--- src/iida_pkg.sv ---
package iida_pkg;

    localparam int CAPACITY_DEF = 128;
    localparam int OP_W         = 2;
    localparam int POS_W        = 7;
    localparam int VAL_W        = 32;
    localparam int STATUS_W     = 2;
    localparam int COUNT_W      = 8;
    // number of cell taps folded into one register of the read tree
    localparam int GROUP_SIZE   = 32;

    typedef enum logic [OP_W-1:0] {
        OP_INSERT = 2'd0,
        OP_DELETE = 2'd1,
        OP_UPDATE = 2'd2,
        OP_READ   = 2'd3
    } t_op;

    typedef enum logic [STATUS_W-1:0] {
        ST_OK           = 2'd0,
        ST_BAD_POSITION = 2'd1,
        ST_FULL         = 2'd2,
        ST_EMPTY        = 2'd3
    } t_status;

    // what every cell of the row does in this cycle
    typedef enum logic [2:0] {
        CM_HOLD   = 3'd0,
        CM_INSERT = 3'd1,
        CM_DELETE = 3'd2,
        CM_UPDATE = 3'd3,
        CM_READ   = 3'd4
    } t_cell_mode;

    typedef struct packed {
        logic              load;
        t_cell_mode        mode;
        logic [POS_W-1:0]  pos;
        logic [VAL_W-1:0]  value;
    } t_cell_ctl;

endpackage

--- src/iida_cell.sv ---
module iida_cell import iida_pkg::*; #(
    parameter int INDEX = 0
) (
    input  logic              i_clk,
    input  t_cell_ctl         i_ctl,
    input  logic [VAL_W-1:0]  i_left,
    input  logic [VAL_W-1:0]  i_right,
    output logic [VAL_W-1:0]  o_entry,
    output logic [VAL_W-1:0]  o_tap
);

    logic [VAL_W-1:0] r_entry;
    logic [VAL_W-1:0] n_entry;
    logic [VAL_W-1:0] r_tap;
    logic             w_hit;
    logic             w_above;

    assign w_hit   = (INDEX == int'(i_ctl.pos));
    assign w_above = (INDEX >  int'(i_ctl.pos));

    always_comb begin
        n_entry = r_entry;
        case (i_ctl.mode)
            CM_INSERT: begin
                if (w_above) begin
                    n_entry = i_left;
                end else if (w_hit) begin
                    n_entry = i_ctl.value;
                end
            end
            CM_DELETE: begin
                if (w_above || w_hit) begin
                    n_entry = i_right;
                end
            end
            CM_UPDATE: begin
                if (w_hit) begin
                    n_entry = i_ctl.value;
                end
            end
            default: ;
        endcase
    end

    always_ff @(posedge i_clk) begin
        r_entry <= n_entry;
        if (i_ctl.load) begin
            // tap is zero unless this cell is the one being read
            r_tap <= (i_ctl.mode == CM_READ && w_hit) ? r_entry : '0;
        end
    end

    assign o_entry = r_entry;
    assign o_tap   = r_tap;

endmodule

--- config.mk ---
export PLATFORM = sky130hd
export DESIGN_NAME = iida_cell
export DESIGN_NICKNAME = d
export VERILOG_FILES = /design/src/iida_pkg.sv /design/src/iida_cell.sv
export SDC_FILE = /design/constraint.sdc
export NUM_CORES = 1
export LEC_CHECK = 0
export BUFFER_PORTS_ARGS = -buffer_cell sky130_fd_sc_hd__buf_2
export CAP_MARGIN = 5
export CORE_MARGIN = 2
export CORE_UTILIZATION = 30
export CTS_CLUSTER_SIZE = 16
export DETAILED_ROUTE_END_ITERATION = 6
export PLACE_DENSITY_LB_ADDON = 0.2
export SLEW_MARGIN = 20
export SYNTH_ARGS = -nofsm -noshare
export SYNTH_HDL_FRONTEND = slang
export SYNTH_SLANG_ARGS = --single-unit
--- constraint.sdc ---
create_clock -name i_clk -period 8 [get_ports i_clk]
set_clock_uncertainty 0.1 [all_clocks]
set_input_delay 0.4 -clock i_clk [delete_from_list [all_inputs] [get_ports i_clk]]
set_output_delay 0.4 -clock i_clk [all_outputs]
set_load 0.02 [all_outputs]
==> metrics.cfg <==
[clock_network]
cts_resized=0
cts-root-buf=clkbuf_8
postCtsSetupBuffers=0
cts.sinks=64
cts_tree=done
cts_max_path_buffers=2
clock_latency_ns=0.33
hold_buffers=0
clk_pin_slew_ns=0.07
htree_levels=3
cts_made_buffers=9

[pwr]
p_comb_share_pct=9.4
p_int_w=0.000547
powerDensity_mw_per_mm2=179
power_switching_w=0.000156
power_frac_seq_pct=53.4
switching_share_pct=22.2
p_leak_nw=1.55
irDropWorstVdd_mv=0.0782
p_clk_share_pct=37.2

[synthesis]
syn_inst=185
synth-seq-cells=64
synth-edff-count=64
synth_nets=293
synth_ff_type=edfxtp_1
yosysSeqAreaShare_pct=64.4
avgSynthCellArea_um2=16.1
syn_area_mm2=0.00299
synth_async_sr_flop_share_pct=0
ys_warn_count=0
synth_cell_types=18

[timing]
whs_ns=0.254
period_needed_ns=2.19
max_freq_mhz=456
tightest_slew_ns=0.827
tns_ns=0
rsz0062_at_grt=false
relSlewSlack_pct=44.9
slew_viol_final=0
post-route-period-util_pct=27.4
hold_viol=0
finalSetupViolCount=0

[layout]
mostFrequentLayoutCells=139 x buf_2, 64 x edfxtp_1, 32 x nand2_1
fillCellCount=984
nets=427
layout_commonest_cell=buf_2
fin_util_pct=40.4
layout.cells.non_filler=457
antenna_cells=0
drive_gt1_share_pct=68.5
area_delta_synth_final_pct=31.6

[drt]
drc=0
avgViaCountPerCell=4.48
firstDrtPassIters=3
vias=2048
routedWlPerCell_um=15.0
wirelength_mm=6.86
drt_iter0_drc=50
final_antenna_net_count=0

[outcome]
status=finished clean

[setup_path]
path_cells=buf_2 -> nand2b_2 -> mux2_2
end_kind=flop
slowest_delay_ns=0.79
cp_max_fo=34
cp.arrival_ns=2.17
path_class=input port to flop
required_ns=7.97
crit_path_top_delay_cell=nand2b_2
startpoint_type=input port

[min_path]
min_path_type=input port to flop

[die]
start_util_pct=30.7
fp-row-count=36
num_io_pins=172
die_h_um=104
fp.coreArea_mm2=0.00973
dieArea_mm2=0.0108
die_width_um=104

[placed_design]
port_buffers=139
gp_congestion=0.685
placed_cells=441
dp_hpwl_mm=4.56

[global_routing]
grt_antenna_before_repair=0
grt_pass1_vias=2125
grt_pass1_wl_mm=11.2
grt_max_degree=35
grt_usage_pct=13.4
globalRouteOverflowTotal=0

[run]
maxCapViolations=0

-- synth_stat cells, types with 2 or more instances --
library cell / number / area share [%]
nor4_2: 28 / 12
buf_12: 2 / 1.3
edfxtp_1: 64 / 64
mux2_2: 31 / 12
nor4_4: 2 / 1.4
buf_2: 10 / 1.7
nor4_1: 2 / 0.42
clkbuf_1: 5 / 0.63
nand2_1: 32 / 4.0
-- final timing paths --
kind / startpoint / to / slack (ns) / cells after the start
setup / recovery: i_ctl[41] / o_entry[10]$_DFFE_PP_ / 5.81 / 3
hold / removal: i_ctl[3] / o_entry[3]$_DFFE_PP_ / 0.25 / 2
setup reg to reg: o_entry[0]$_DFFE_PP_ / o_tap[0]$_SDFFCE_PN0P_ / 7.05 / 2
hold reg to reg: o_entry[10]$_DFFE_PP_ / o_tap[10]$_SDFFCE_PN0P_ / 0.56 / 2
-- sequential cells by signal, summed over array words and instances, names as in the netlist --
name and cells:
o_tap 32, o_entry 32
-- per-layer routing --
layer | up-vias | part of all wire, % | track usage (%)
met5 | - | 0 | 0
met4 | 0 | 2.0 | 6.66
met3 | 9 | 7.2 | 3.96
met2 | 80 | 49 | 21.7
met1 | 988 | 41 | 16.3
li1 | 971 | - | -
-- per-stage QoR --
stage	area, µm²	setup WS, ns	total power (W)
after global placement	3750	5.40	0.000449
after global routing	3930	5.61	0.000736
after floorplan	2990	2.96	0.000422
after detailed placement	3750	5.38	0.000451
final	3930	5.81	0.000703
after CTS	3930	5.74	0.000715
-- power groups by stage --
stage	registers (W)	logic (W)	clock network (W)
after global routing	0.000376	0.0000735	0.000287
after global placement	0.000383	0.0000668	0
after detailed placement	0.000383	0.0000680	0
after CTS	0.000376	0.0000683	0.000271
after floorplan	0.000389	0.0000323	0
final	0.000375	0.0000664	0.000261
-- cells by family (layout without fill, tap and decap cells) --
kind of cell | after synthesis | in the layout | synth area share, %
and+or+nand+nor | 69 | 69 | 18.9
muxes | 32 | 32 | 12.1
DFF | 64 | 64 | 64.4
buffers and inverters | 20 | 159 | 4.65
-- layout make-up --
| cell class | count | area [µm²] | share of cell area [%] |
|---|---|---|---|
| clock buffer | 12 | 135 | 3.44 |
| multi-input combinational | 101 | 935 | 23.8 |
| clock inverter | 4 | 45.0 | 1.15 |
| timing repair buffer | 143 | 726 | 18.5 |
| sequential | 64 | 1920 | 48.9 |
| tap | 133 | 166 | 4.24 |
-- worst max-delay path: cells and delay by family --
kind | cells | cell delay [ns]
multiplexers | 1 | 0.42
buffers and inverters | 1 | 0.54
AND/OR/NAND/NOR | 1 | 0.79
(Power assumes the default switching activity.)
